$ cat src/sv/byte_stream_tokenizer_assert.svh
// Assertion macros for the byte stream tokenizer RTL.
// Assumes the including module has clk_i and an active-low reset rst_ni.
`ifndef BYTE_STREAM_TOKENIZER_ASSERT_SVH
`define BYTE_STREAM_TOKENIZER_ASSERT_SVH

`ifndef SYNTHESIS
// property must hold at every clock edge outside reset
`define BST_ASSERT(lbl, prop) \
  lbl: assert property (@(posedge clk_i) disable iff (!rst_ni) (prop)) \
    else $error("tokenizer assertion failed");
// condition must never be true outside reset
`define BST_ASSERT_NEVER(lbl, cond) \
  lbl: assert property (@(posedge clk_i) disable iff (!rst_ni) !(cond)) \
    else $error("tokenizer assertion failed");
`else
`define BST_ASSERT(lbl, prop)
`define BST_ASSERT_NEVER(lbl, cond)
`endif

`endif

$ cat src/sv/bst_pkg.sv
// Shared types, constants and keyword tables for the byte stream tokenizer.
// No dependencies; imported by every tokenizer module.
package bst_pkg;

  // token buffer size and derived counter width (at least 6 for the length field)
  localparam int TokBufBytes = 64;
  localparam int CntRaw      = $clog2(TokBufBytes + 1);
  localparam int CntW        = (CntRaw > 6) ? CntRaw : 6;

  localparam int NumW   = 63;
  localparam int LineW  = 32;
  localparam int KwNum  = 12;

  localparam logic [NumW-1:0] NumMax = '1;

  // result queue geometry
  localparam int RqDepth = 4;
  localparam int RqPtrW  = $clog2(RqDepth);
  localparam int RqCntW  = $clog2(RqDepth + 1);

  // character codes
  localparam logic [7:0] ChSpace   = 8'h20;
  localparam logic [7:0] ChNewline = 8'h0A;
  localparam logic [7:0] ChHash    = 8'h23;
  localparam logic [7:0] ChOpen    = 8'h28;
  localparam logic [7:0] ChClose   = 8'h29;
  localparam logic [7:0] ChQuote   = 8'h22;

  typedef enum logic [2:0] {
    MODE_IDLE,
    MODE_COMMENT,
    MODE_STRING,
    MODE_NUMBER,
    MODE_IDENT,
    MODE_HALT
  } mode_e;

  typedef enum logic [3:0] {
    KIND_TEXT    = 4'd0,
    KIND_OPEN    = 4'd1,
    KIND_CLOSE   = 4'd2,
    KIND_STRING  = 4'd3,
    KIND_NUMBER  = 4'd4,
    KIND_IDENT   = 4'd5,
    KIND_KEYWORD = 4'd6,
    KIND_END     = 4'd7,
    KIND_ERROR   = 4'd8
  } kind_e;

  typedef enum logic [1:0] {
    ERR_BAD_CHAR   = 2'd0,
    ERR_STR_LONG   = 2'd1,
    ERR_TOK_LONG   = 2'd2,
    ERR_UNTERM_STR = 2'd3
  } err_e;

  typedef struct packed {
    kind_e             kind;
    logic [7:0]        char_value;
    logic [3:0]        keyword_index;
    logic [NumW-1:0]   number_value;
    logic [5:0]        token_length;
    logic [LineW-1:0]  line_number;
    err_e              error_code;
    logic              last;
  } res_t;

  // up to two results produced by one input transaction
  typedef struct packed {
    logic [1:0] n;
    res_t       r0;
    res_t       r1;
  } scan_out_t;

  function automatic logic is_digit(input logic [7:0] c);
    return (c >= 8'h30) && (c <= 8'h39);
  endfunction

  function automatic logic is_alpha(input logic [7:0] c);
    return ((c >= 8'h41) && (c <= 8'h5A)) || ((c >= 8'h61) && (c <= 8'h7A));
  endfunction

  // keyword text, left aligned, zero padded
  function automatic logic [47:0] kw_text(input logic [3:0] idx);
    logic [47:0] t;
    unique case (idx)
      4'd0:    t = "define";
      4'd1:    t = {"func", 16'h0};
      4'd2:    t = {"block", 8'h0};
      4'd3:    t = {"begin", 8'h0};
      4'd4:    t = {"match", 8'h0};
      4'd5:    t = "switch";
      4'd6:    t = "branch";
      4'd7:    t = {"case", 16'h0};
      4'd8:    t = {"else", 16'h0};
      4'd9:    t = {"set", 24'h0};
      4'd10:   t = "return";
      4'd11:   t = {"goto", 16'h0};
      default: t = '0;
    endcase
    return t;
  endfunction

  function automatic logic [2:0] kw_len(input logic [3:0] idx);
    logic [2:0] l;
    unique case (idx)
      4'd0, 4'd5, 4'd6, 4'd10:    l = 3'd6;
      4'd1, 4'd7, 4'd8, 4'd11:    l = 3'd4;
      4'd2, 4'd3, 4'd4:           l = 3'd5;
      4'd9:                       l = 3'd3;
      default:                    l = 3'd0;
    endcase
    return l;
  endfunction

  // keyword idx has character c at position pos
  function automatic logic kw_match(input logic [3:0] idx, input logic [CntW-1:0] pos,
                                    input logic [7:0] c);
    logic [47:0] txt;
    logic [7:0]  ch;
    txt = kw_text(idx);
    case (pos[2:0])
      3'd0:    ch = txt[47:40];
      3'd1:    ch = txt[39:32];
      3'd2:    ch = txt[31:24];
      3'd3:    ch = txt[23:16];
      3'd4:    ch = txt[15:8];
      3'd5:    ch = txt[7:0];
      default: ch = '0;
    endcase
    return (pos < CntW'(kw_len(idx))) && (ch == c);
  endfunction

  function automatic res_t make_res(input kind_e kind, input logic [7:0] ch,
                                    input logic [3:0] kw, input logic [NumW-1:0] num,
                                    input logic [5:0] len, input logic [LineW-1:0] line,
                                    input err_e err);
    res_t r;
    r.kind          = kind;
    r.char_value    = ch;
    r.keyword_index = kw;
    r.number_value  = num;
    r.token_length  = len;
    r.line_number   = line;
    r.error_code    = err;
    r.last          = 1'b0;
    return r;
  endfunction

endpackage

$ cat src/sv/bst_scan.sv
// Scanner state and per-byte token logic: one registered byte in, up to two results out.
// Depends on bst_pkg and byte_stream_tokenizer_assert.svh.
`include "byte_stream_tokenizer_assert.svh"

module bst_scan import bst_pkg::*; (
  input  logic        clk_i,
  input  logic        rst_ni,
  input  logic        adv_i,
  input  logic [7:0]  byte_i,
  input  logic        end_i,
  output scan_out_t   out_o
);

  mode_e             mode_q, mode_d;
  logic [CntW-1:0]   count_q, count_d;
  logic [NumW-1:0]   acc_q, acc_d;
  logic [KwNum-1:0]  mask_q, mask_d;
  logic [LineW-1:0]  line_q, line_d;

  logic [CntW-1:0]   cnt_inc;
  logic              too_long;
  logic [LineW-1:0]  line_inc;
  logic              c_digit, c_alpha, c_alnum;
  logic [NumW+3:0]   acc_sum;
  logic [NumW-1:0]   acc_next;
  logic [KwNum-1:0]  mask_run, mask_first;
  logic              kw_found;
  logic [3:0]        kw_idx;

  // between-token handling of the current byte
  logic              b_emit;
  res_t              b_res;
  mode_e             b_mode;
  logic [CntW-1:0]   b_count;
  logic [NumW-1:0]   b_acc;
  logic [KwNum-1:0]  b_mask;
  logic [LineW-1:0]  b_line;

  logic [1:0]        n;
  res_t              r0, r1;

  // shared datapath terms
  assign cnt_inc  = count_q + 1'b1;
  assign too_long = cnt_inc >= CntW'(TokBufBytes);
  assign line_inc = (line_q == '1) ? line_q : line_q + 1'b1;
  assign c_digit  = is_digit(byte_i);
  assign c_alpha  = is_alpha(byte_i);
  assign c_alnum  = !end_i && (c_digit || c_alpha);

  // acc * 10 + digit, saturating; low nibble of '0'..'9' is the digit value
  assign acc_sum  = {1'b0, acc_q, 3'b000} + {3'b000, acc_q, 1'b0} + (NumW+4)'(byte_i[3:0]);
  assign acc_next = (|acc_sum[NumW+3:NumW]) ? NumMax : acc_sum[NumW-1:0];

  // keyword match mask update
  always_comb begin
    for (int i = 0; i < KwNum; i++) begin
      mask_run[i]   = mask_q[i] & kw_match(4'(i), count_q, byte_i);
      mask_first[i] = kw_match(4'(i), '0, byte_i);
    end
  end

  // first surviving keyword whose length equals the token length
  always_comb begin
    kw_found = 1'b0;
    kw_idx   = '0;
    for (int i = 0; i < KwNum; i++) begin
      if (!kw_found && mask_q[i] && (CntW'(kw_len(4'(i))) == count_q)) begin
        kw_found = 1'b1;
        kw_idx   = 4'(i);
      end
    end
  end

  // byte seen between tokens
  always_comb begin
    b_emit  = 1'b0;
    b_res   = make_res(KIND_TEXT, '0, '0, '0, '0, line_q, ERR_BAD_CHAR);
    b_mode  = MODE_IDLE;
    b_count = count_q;
    b_acc   = acc_q;
    b_mask  = mask_q;
    b_line  = line_q;
    if (end_i) begin
      b_emit = 1'b1;
      b_res  = make_res(KIND_END, '0, '0, '0, '0, line_q, ERR_BAD_CHAR);
    end else if (byte_i == ChSpace) begin
      b_mode = MODE_IDLE;
    end else if (byte_i == ChNewline) begin
      b_line = line_inc;
    end else if (byte_i == ChHash) begin
      b_mode = MODE_COMMENT;
    end else if (byte_i == ChOpen) begin
      b_emit = 1'b1;
      b_res  = make_res(KIND_OPEN, '0, '0, '0, '0, line_q, ERR_BAD_CHAR);
    end else if (byte_i == ChClose) begin
      b_emit = 1'b1;
      b_res  = make_res(KIND_CLOSE, '0, '0, '0, '0, line_q, ERR_BAD_CHAR);
    end else if (byte_i == ChQuote) begin
      b_mode  = MODE_STRING;
      b_count = '0;
    end else if (c_digit) begin
      b_mode  = MODE_NUMBER;
      b_acc   = NumW'(byte_i[3:0]);
      b_count = CntW'(1);
    end else if (c_alpha) begin
      b_mode  = MODE_IDENT;
      b_mask  = mask_first;
      b_count = CntW'(1);
      b_emit  = 1'b1;
      b_res   = make_res(KIND_TEXT, byte_i, '0, '0, '0, line_q, ERR_BAD_CHAR);
    end else begin
      b_mode = MODE_HALT;
      b_emit = 1'b1;
      b_res  = make_res(KIND_ERROR, '0, '0, '0, '0, line_q, ERR_BAD_CHAR);
    end
  end

  // next state
  always_comb begin
    mode_d  = mode_q;
    count_d = count_q;
    acc_d   = acc_q;
    mask_d  = mask_q;
    line_d  = line_q;
    unique case (mode_q)
      MODE_IDLE: begin
        mode_d  = b_mode;
        count_d = b_count;
        acc_d   = b_acc;
        mask_d  = b_mask;
        line_d  = b_line;
      end
      MODE_COMMENT: begin
        if (end_i) begin
          mode_d = MODE_IDLE;
        end else if (byte_i == ChNewline) begin
          line_d = line_inc;
          mode_d = MODE_IDLE;
        end
      end
      MODE_STRING: begin
        if (end_i) begin
          mode_d = MODE_HALT;
        end else if (byte_i == ChQuote) begin
          mode_d = MODE_IDLE;
        end else begin
          count_d = cnt_inc;
          if (too_long) mode_d = MODE_HALT;
        end
      end
      MODE_NUMBER: begin
        if (!end_i && c_digit) begin
          acc_d   = acc_next;
          count_d = cnt_inc;
          if (too_long) mode_d = MODE_HALT;
        end else if (!end_i && c_alpha) begin
          mode_d = MODE_HALT;
        end else begin
          mode_d  = b_mode;
          count_d = b_count;
          acc_d   = b_acc;
          mask_d  = b_mask;
          line_d  = b_line;
        end
      end
      MODE_IDENT: begin
        if (c_alnum) begin
          mask_d  = mask_run;
          count_d = cnt_inc;
          if (too_long) mode_d = MODE_HALT;
        end else begin
          mode_d  = b_mode;
          count_d = b_count;
          acc_d   = b_acc;
          mask_d  = b_mask;
          line_d  = b_line;
        end
      end
      default: begin
        mode_d = mode_q;
      end
    endcase
  end

  // results of this transaction
  always_comb begin
    n  = 2'd0;
    r0 = make_res(KIND_TEXT, '0, '0, '0, '0, line_q, ERR_BAD_CHAR);
    r1 = r0;
    unique case (mode_q)
      MODE_IDLE: begin
        n  = {1'b0, b_emit};
        r0 = b_res;
      end
      MODE_COMMENT: begin
        if (end_i) begin
          n  = 2'd1;
          r0 = make_res(KIND_END, '0, '0, '0, '0, line_q, ERR_BAD_CHAR);
        end
      end
      MODE_STRING: begin
        if (end_i) begin
          n  = 2'd1;
          r0 = make_res(KIND_ERROR, '0, '0, '0, '0, line_q, ERR_UNTERM_STR);
        end else if (byte_i == ChQuote) begin
          n  = 2'd1;
          r0 = make_res(KIND_STRING, '0, '0, '0, count_q[5:0], line_q, ERR_BAD_CHAR);
        end else begin
          n  = too_long ? 2'd2 : 2'd1;
          r0 = make_res(KIND_TEXT, byte_i, '0, '0, '0, line_q, ERR_BAD_CHAR);
          r1 = make_res(KIND_ERROR, '0, '0, '0, '0, line_q, ERR_STR_LONG);
        end
      end
      MODE_NUMBER: begin
        if (!end_i && c_digit) begin
          n  = too_long ? 2'd1 : 2'd0;
          r0 = make_res(KIND_ERROR, '0, '0, '0, '0, line_q, ERR_TOK_LONG);
        end else if (!end_i && c_alpha) begin
          n  = 2'd1;
          r0 = make_res(KIND_ERROR, '0, '0, '0, '0, line_q, ERR_BAD_CHAR);
        end else begin
          n  = b_emit ? 2'd2 : 2'd1;
          r0 = make_res(KIND_NUMBER, '0, '0, acc_q, '0, line_q, ERR_BAD_CHAR);
          r1 = b_res;
        end
      end
      MODE_IDENT: begin
        if (c_alnum) begin
          n  = too_long ? 2'd2 : 2'd1;
          r0 = make_res(KIND_TEXT, byte_i, '0, '0, '0, line_q, ERR_BAD_CHAR);
          r1 = make_res(KIND_ERROR, '0, '0, '0, '0, line_q, ERR_TOK_LONG);
        end else begin
          n  = b_emit ? 2'd2 : 2'd1;
          if (kw_found) begin
            r0 = make_res(KIND_KEYWORD, '0, kw_idx, '0, count_q[5:0], line_q, ERR_BAD_CHAR);
          end else begin
            r0 = make_res(KIND_IDENT, '0, '0, '0, count_q[5:0], line_q, ERR_BAD_CHAR);
          end
          r1 = b_res;
        end
      end
      default: begin
        n = 2'd0;
      end
    endcase
    // flag the final result of the transaction
    if (n == 2'd1) r0.last = 1'b1;
    if (n == 2'd2) r1.last = 1'b1;
  end

  assign out_o.n  = adv_i ? n : 2'd0;
  assign out_o.r0 = r0;
  assign out_o.r1 = r1;

  // scanner state
  always_ff @(posedge clk_i or negedge rst_ni) begin
    if (!rst_ni) begin
      mode_q  <= MODE_IDLE;
      count_q <= '0;
      acc_q   <= '0;
      mask_q  <= '1;
      line_q  <= LineW'(1);
    end else if (adv_i) begin
      mode_q  <= mode_d;
      count_q <= count_d;
      acc_q   <= acc_d;
      mask_q  <= mask_d;
      line_q  <= line_d;
    end
  end

  `BST_ASSERT(a_halt_sticky, (mode_q == MODE_HALT) |=> (mode_q == MODE_HALT))
  `BST_ASSERT(a_halt_silent, (mode_q == MODE_HALT) |-> (out_o.n == 2'd0))
  `BST_ASSERT(a_line_nonzero, line_q != '0)
  `BST_ASSERT_NEVER(a_two_only, out_o.n == 2'd3)

endmodule

$ cat src/sv/bst_resq.sv
// Small result queue: up to two results in a cycle, one out unless stalled.
// Depends on bst_pkg and byte_stream_tokenizer_assert.svh.
`include "byte_stream_tokenizer_assert.svh"

module bst_resq import bst_pkg::*; (
  input  logic       clk_i,
  input  logic       rst_ni,
  input  scan_out_t  push_i,
  output logic       room_o,
  output logic       out_valid_o,
  input  logic       out_stall_i,
  output res_t       head_o
);

  res_t               mem_q [RqDepth];
  logic [RqPtrW-1:0]  wr_ptr_q, rd_ptr_q;
  logic [RqCntW-1:0]  count_q;
  logic               pop;
  logic [RqPtrW-1:0]  wr_ptr_p1;

  assign out_valid_o = count_q != '0;
  assign head_o      = mem_q[rd_ptr_q];
  assign pop         = out_valid_o && !out_stall_i;
  // room for a worst-case transaction, judged from the registered count only
  assign room_o      = count_q <= RqCntW'(RqDepth - 2);
  assign wr_ptr_p1   = wr_ptr_q + 1'b1;

  // entry storage
  always_ff @(posedge clk_i) begin
    if (push_i.n != 2'd0) mem_q[wr_ptr_q] <= push_i.r0;
    if (push_i.n == 2'd2) mem_q[wr_ptr_p1] <= push_i.r1;
  end

  // pointers and fill count
  always_ff @(posedge clk_i or negedge rst_ni) begin
    if (!rst_ni) begin
      wr_ptr_q <= '0;
      rd_ptr_q <= '0;
      count_q  <= '0;
    end else begin
      wr_ptr_q <= wr_ptr_q + RqPtrW'(push_i.n);
      if (pop) rd_ptr_q <= rd_ptr_q + 1'b1;
      count_q  <= count_q + RqCntW'(push_i.n) - RqCntW'(pop);
    end
  end

  `BST_ASSERT_NEVER(a_rq_overflow, (push_i.n != 2'd0) && !room_o)
  `BST_ASSERT(a_rq_count_max, count_q <= RqCntW'(RqDepth))
  `BST_ASSERT(a_rq_hold, (!out_valid_o && (push_i.n == 2'd0)) |=> !out_valid_o)

endmodule

$ cat src/sv/byte_stream_tokenizer.sv
// Top level of the byte stream tokenizer: input register, scanner and result queue.
// Depends on bst_pkg, bst_scan and bst_resq.
//
//   channel   signals                          direction   payload
//   in        in_valid_i / in_stall_o          to block    byte_req_i, is_end_i
//   out       out_valid_o / out_stall_i        from block  result_kind_o .. last_o
//
// One byte per cycle is taken while in_stall_o is low; a byte yielding two results
// (token end then a paren, end marker or error, or text echo then overlength error)
// fills two queue entries. Path: input register, scanner logic, result queue.
// in_stall_o rises when the input register is full and the four-entry result queue
// has fewer than two free entries. Reset is asynchronous: scanner between tokens,
// line count one, queue empty. After an error no further results are produced.

module byte_stream_tokenizer import bst_pkg::*; (
  input  logic              clk_i,
  input  logic              rst_ni,
  input  logic              in_valid_i,
  output logic              in_stall_o,
  input  logic [7:0]        byte_req_i,
  input  logic              is_end_i,
  output logic              out_valid_o,
  input  logic              out_stall_i,
  output logic [3:0]        result_kind_o,
  output logic [7:0]        char_value_o,
  output logic [3:0]        keyword_index_o,
  output logic [NumW-1:0]   number_value_o,
  output logic [5:0]        token_length_o,
  output logic [LineW-1:0]  line_number_o,
  output logic [1:0]        error_code_o,
  output logic              last_o
);

  logic       in_valid_q;
  logic [7:0] byte_q;
  logic       end_q;
  logic       room;
  logic       adv;
  scan_out_t  scan_out;
  res_t       head;

  // input register
  assign adv        = in_valid_q && room;
  assign in_stall_o = in_valid_q && !room;

  always_ff @(posedge clk_i or negedge rst_ni) begin
    if (!rst_ni) begin
      in_valid_q <= 1'b0;
    end else if (!in_stall_o) begin
      in_valid_q <= in_valid_i;
    end
  end

  always_ff @(posedge clk_i) begin
    if (in_valid_i && !in_stall_o) begin
      byte_q <= byte_req_i;
      end_q  <= is_end_i;
    end
  end

  bst_scan u_scan (
    .clk_i  (clk_i),
    .rst_ni (rst_ni),
    .adv_i  (adv),
    .byte_i (byte_q),
    .end_i  (end_q),
    .out_o  (scan_out)
  );

  bst_resq u_resq (
    .clk_i       (clk_i),
    .rst_ni      (rst_ni),
    .push_i      (scan_out),
    .room_o      (room),
    .out_valid_o (out_valid_o),
    .out_stall_i (out_stall_i),
    .head_o      (head)
  );

  // result fields
  assign result_kind_o   = head.kind;
  assign char_value_o    = head.char_value;
  assign keyword_index_o = head.keyword_index;
  assign number_value_o  = head.number_value;
  assign token_length_o  = head.token_length;
  assign line_number_o   = head.line_number;
  assign error_code_o    = head.error_code;
  assign last_o          = head.last;

endmodule
$ cat config.mk
export PLATFORM = sky130hd
export DESIGN_NAME = byte_stream_tokenizer
export DESIGN_NICKNAME = d
export VERILOG_FILES = /design/src/sv/bst_pkg.sv /design/src/sv/bst_scan.sv /design/src/sv/bst_resq.sv /design/src/sv/byte_stream_tokenizer.sv
export VERILOG_INCLUDE_DIRS = /design/src /design/src/sv
export SDC_FILE = /design/constraint.sdc
export NUM_CORES = 1
export LEC_CHECK = 0
export BUFFER_PORTS_ARGS = -buffer_cell sky130_fd_sc_hd__buf_2
export CAP_MARGIN = 20
export CORE_MARGIN = 2
export CORE_UTILIZATION = 65
export CTS_CLUSTER_SIZE = 12
export DETAILED_ROUTE_END_ITERATION = 8
export MAX_ROUTING_LAYER = met4
export PLACE_DENSITY = 0.83
export SYNTH_ARGS = -nofsm -noshare
export SYNTH_HDL_FRONTEND = slang
export SYNTH_HIERARCHICAL = 1
export SYNTH_SLANG_ARGS = --single-unit
$ cat constraint.sdc
create_clock -name clk_i -period 22.4 [get_ports clk_i]
set_input_delay 2.24 -clock clk_i [delete_from_list [all_inputs] [get_ports clk_i]]
set_output_delay 2.24 -clock clk_i [all_outputs]
set_load 0.005 [all_outputs]
## After elaboration in Yosys (flattened, before gate mapping)

Memories as Yosys holds them, arrays and structs flattened.
Index checks and enable logic that the tools add are counted.

| storage, ports and cells | value |
|---|---|
| flip-flop bits (word level) | 134 |
| bits in latches | 0 |
| bits in writable memories | 480 |
| memory bits (read-only) | 0 |
| bits of input ports | 13 |
| output and inout port bits | 122 |
| word-level logic and storage cells | 328 |
| memories | 1 |

| operators by class | value |
|---|---|
| add/sub/neg operators | 9 |
| multiply operators | 0 |
| div/mod/pow operators | 0 |
| magnitude comparators | 12 |
| equality and inequality tests | 52 |
| shift-type cells | 0 |
| multiplexer cells | 151 |
| bitwise operators | 12 |
| reductions and logical operators | 80 |

Memory list:

| memory | words | width | rd ports | clocked after memory_dff | wr ports | RTL line | text |
|---|---|---|---|---|---|---|---|
| u_resq.mem_q | 4 | 120 | 1 | 0 | 2 | bst_resq.sv:15 | `res_t mem_q [RqDepth];` |

Operators with widths:

| kind | number |
|---|---|
| $mux 120 | 18 |
| $mux 63 | 12 |
| $pmux 120 s5 | 1 |
| $pmux 120 s3 | 1 |
| $mux 32 | 8 |
| $mux 118 | 2 |
| $pmux 63 s3 | 1 |
| $pmux 7 s5 | 5 |
| $mux 12 | 12 |
| $pmux 32 s4 | 1 |
| $mux 119 | 1 |
| $mux 7 | 14 |
| $eq 7x8->1 | 12 |
| $pmux 7 s4 | 3 |
| $pmux 7 s6 | 2 |
| $eq 7x8->1 const A | 9 |
| $add 66x64->67 | 1 |
| $add 67x4->67 | 1 |
| $pmux 7 s3 | 3 |
| $mux 3 | 20 |
| $logic_and 1x1->1 | 45 |
| $eq 8x6->1 const B | 5 |
| $pmux 12 s3 | 1 |
| $add 32x1->32 const B | 1 |
| 43 further kinds | 137 |

## Longest topological paths before layout

| logic depth | value |
|---|---|
| depth in word-level cells | 51 |
| gate-level depth with buffers | 17 |

## Modules after synthesis

Netlist, hierarchy kept.

Modules (own cells, without submodules):

| module | instances | cells each | area each (µm²) | sequential area each (µm²) |
|---|---|---|---|---|
| bst_resq | 1 | 1,202 | 23,979.2 | 14,589.0 |
| bst_scan | 1 | 1,723 | 13,380.3 | 2,944.1 |
| byte_stream_tokenizer | 1 | 15 | 334.1 | 295.3 |

## Worst setup path before layout

No wires, ideal clock.

| path | value |
|---|---|
| path kind | register -> register |
| start point | reg byte_q[1] |
| end point | mem u_resq/mem_q[0][0] (netlist bit) (enable) |
| data arrival time | 11.364 ns |
| required time | 21.626 ns |
| setup slack | 10.261 ns |
| stages on the path, launching flop included | 14 |
| cells stage by stage | edfxtp_1 -> buf_2 -> or2_1 -> or4_1 -> a21oi_2 -> or2_2 -> clkbuf_1 -> nor2_1 -> o21ai_0 -> nand2_1 -> o21ai_0 -> o211a_1 -> nor2_1 -> o31ai_1 |

RTL lines:

| what | RTL line | text |
|---|---|---|
| start: declaration | byte_stream_tokenizer.sv:35 | `logic [7:0] byte_q;` |
| start signal: assignment | byte_stream_tokenizer.sv:56 | `byte_q <= byte_req_i;` |
| end: declaration | bst_resq.sv:15 |  |

==> metrics.md <==
| Metric | Value |
|---|---|
| Run status | `completed` |
| Number of nets still failing antenna checks after routing | `0` |
| Sw Share | `between 30% and 40%` |
| CP Class | `flop to flop` |
| Final worst path period share | `27.8%` |
| Post-synthesis sequential area ratio | `47.3%` |
| Hold-fix buffers at CTS | `0` |
| Die footprint | `roughly 60000 um2` |
| Post-CTS resize count | `0` |
| Fillers | `3900` |
| Max Slew Vio Count | `0` |
| Clk_skew | `roughly 0.021 ns` |
| Final setup fails | `0` |
| Top-area cell type share of the netlist area | `approximately two fifths` |
| Syn Area/Cell | `~13 um2` |
| Global route total overflow | `0` |
| Power Internal | `2850 uW` |
| HPWL after DPL | `60100 um` |
| Clk slew on worst S/H paths | `roughly 0.060 ns` |
| Final core utilization | `between 70% and 80%` |
| Critical R2R Capture | `u_resq/mem_q[2][54]` |
| Total GRT Usage | `between 30% and 40%` |
| Ys flop type | `edfxtp_1` |
| Comb pwr share | `33.9%` |
| R2r worst-path depth | `12` |
| Die X | `about 240 um` |
| Vias in the first global route | `roughly 26000` |
| Mapped cell area | `37700 um2` |
| Final nets | `3121` |
| Crit end category | `flop` |
| CP required | `~23 ns` |
| CTS H-tree lvls | `3` |
| RSZ-0062 raised after global routing | `false` |
| First-pass GRT wire length | `between 100000 and 150000 um` |
| Core Region | `approximately 57000 um2` |
| Max Cap Viol | `0` |
| Number of flops mapped to enable cells by yosys | `around 490` |
| Routed wire length per instance | `25.0 um` |
| GPL Wtd Cong | `0.946` |
| DIE HEIGHT | `245 um` |
| Vias | `around 25000` |
| Crit start category | `flop` |
| Worst-Skew Late Latency | `0.62 ns` |
| Largest net degree at the start of global routing | `75` |
| Least-Margin Pin Slew | `about 1.1 ns` |
| Final min period | `approximately 6.2 ns` |
| CTS tree | `yes` |
| CP Max Fanout | `61` |
| Leak | `~0.016 uW` |
| Min-Delay Path Class | `flop to flop` |
| Power per cell area | `between 100 and 150 nW/um2` |
| Largest cells by area after synthesis | `edfxtp_1, mux2_2, dfrtp_1` |
| Avg Vias per Cell | `around 6.6` |
| CTS buffer count | `around 70` |
| Commonest non-fill, non-tap cell in the layout | `edfxtp_1` |
| Drt pass-1 iters | `6` |
| Rows | `88` |
| Switching power | `1450 uW` |
| Leading area contributor after synthesis | `edfxtp_1` |
| Starting Density | `around 66%` |
| Final hold violation count | `0` |
| Clock Tree Root | `clkbuf_16` |
| Commonest non-fill, non-tap cells in the layout | `edfxtp_1, mux2_2, nand2_1` |
| Port buffer count | `134` |
| Worst VDD drop | `0.111 mV` |
| Postcts setup bufs | `0` |
| DRC errors left | `0` |
| Worst Setup EP | `u_resq/mem_q[2][54]` |
| Reg2reg start | `byte_q[0]` |
| Warnings, synthesis | `6` |
| Initial drt markers | `2375` |
| Yosys reg bits | `approximately 610` |
| Layout cells sized above 1 | `between 20% and 30%` |
| CTS Buffer Depth | `3` |
| Asr flop ratio synth | `about 20%` |
| Clk sink count | `between 600 and 700` |
| DRT Wirelength | `about 95000 um` |
| Clk pwr share | `25.9%` |
| Setup slack, reg-to-reg | `~16 ns` |
| Final Power | `between 4000 and 5000 uW` |
| Area growth, synth to finish | `6.78%` |
| Top-Level Pins | `around 140` |
| Final setup TNS | `0 ns` |
| Reg power frac | `about two fifths` |
| Initial antenna violation count | `3` |
| Post-synthesis cell count | `between 2000 and 3000` |
| WP data arrival | `approximately 6.5 ns` |
| Fmax | `approximately 160 MHz` |
| Max-slew headroom | `roughly 26%` |
| CP Launch Point | `byte_q[0]` |
| Number of distinct library cells after synthesis | `100` |
==> layer usage <==
| layer | GRT usage (%) | vias to the layer above | part of all wire (%) |
|---|---|---|---|
| met3 | 5.06 | 239 | 6.9 |
| li1 | - | 11212 | - |
| met2 | 53.5 | 1094 | 49 |
| met4 | 15.9 | 0 | 4.6 |
| met5 | - | - | 0 |
| met1 | 40.2 | 12493 | 39 |
==> worst min-delay path by stage <==
| stage | endpoint | slack [ns] | startpoint | depth (start not counted) |
|---|---|---|---|---|
| floorplan | u_scan/mask_q[6] | 0.47 | u_scan/mask_q[6] | 2 |
| global placement | u_resq/count_q[2] | 0.48 | u_resq/count_q[2] | 1 |
| detailed placement | u_resq/count_q[2] | 0.49 | u_resq/count_q[2] | 1 |
| CTS | u_scan/mask_q[6] | 0.50 | u_scan/mask_q[6] | 2 |
| global route | u_resq/count_q[2] | 0.52 | u_resq/count_q[2] | 1 |
| finish | u_scan/mask_q[6] | 0.50 | u_scan/mask_q[6] | 2 |
==> state kept, by name (all words and copies together), names as in the netlist <==
name             count
u_scan/mode_q        3
byte_q               8
in_valid_q           1
u_resq/count_q       3
end_q                1
u_resq/wr_ptr_q      2
u_scan/count_q       7
u_scan/acc_q        63
u_resq/mem_q       480
u_resq/rd_ptr_q      2
u_scan/line_q       32
u_scan/mask_q       12
==> cell usage after synthesis, types with 17 or more instances <==
cell / n
a22oi_1: 28
ha_1: 135
mux2_1: 112
nand4_1: 29
a211oi_1: 18
a31oi_1: 51
buf_6: 35
mux2_2: 280
xor2_1: 47
a21o_1: 31
xnor2_1: 65
o21ai_0: 101
a21oi_1: 153
buf_1: 17
nand2_1: 161
edfxtp_1: 489
buf_4: 118
mux2_4: 89
and3_1: 18
nor2_1: 133
buf_2: 41
inv_1: 39
dfrtp_1: 112
o21ai_1: 37
clkbuf_1: 65
nor3_1: 30
mux4_2: 121
nand3_1: 51
and2_1: 88
==> power by group through the flow <==
stage	Clock, uW	Combinational, uW	Sequential [uW]
4_1_cts	1130	1460	1730
6_report	1120	1460	1730
3_3_place_gp	0	1440	1730
5_1_grt	1180	1550	1750
3_5_place_dp	0	1450	1750
2_1_floorplan	0	1000	1700
==> critical path: stages (launching register included) <==
cell      delay [ns]
edfxtp_1        0.85
inv_1           0.49
nand2_1         0.28
a21oi_1         0.09
o21ai_0         0.42
a31o_2          0.28
nor2_1          0.06
o221ai_1        0.32
and2_1          0.26
nor2b_2         0.29
and3b_4         0.73
a21o_4          0.81
buf_4           0.91
==> logic make-up (layout without fill, tap and decap cells) <==
kind of cell,Yosys count,count (layout),share of synthesized area (%)
compound gates,542,542,9.19
xor+xnor,112,112,2.60
fa+ha+maj,138,138,4.64
buf+inv,327,332,5.56
flops,614,614,47.3
mux,607,607,22.6
other cells,1,84,0.00995
simple gates,599,599,8.08
==> cell type report <==
type	instances	area (um2)	share of cell area, %
Antenna cell	3	7.51	0.0187
Clock buffer	111	2030	5.03
Clock inverter	14	206	0.513
Inverter	41	154	0.382
Multi-Input combinational cell	2079	18100	45.1
Sequential cell	614	17800	44.3
Tap cell	765	957	2.38
Timing Repair Buffer	166	921	2.29
==> stage by stage <==
| step | cell area [um2] | std cells | hold WS [ns] | setup slack (ns) |
|---|---|---|---|---|
| 6_report | 40300 | 3793 | 0.499 | 16.17 |
| 5_1_grt | 40300 | 3793 | 0.522 | 15.87 |
| 4_1_cts | 40200 | 3789 | 0.503 | 16.33 |
| 3_5_place_dp | 38000 | 3664 | 0.493 | 16.35 |
| 3_3_place_gp | 38000 | 3664 | 0.485 | 16.43 |
| 2_1_floorplan | 38000 | 3020 | 0.468 | 10.26 |
Power figures use the tool's default switching activity.
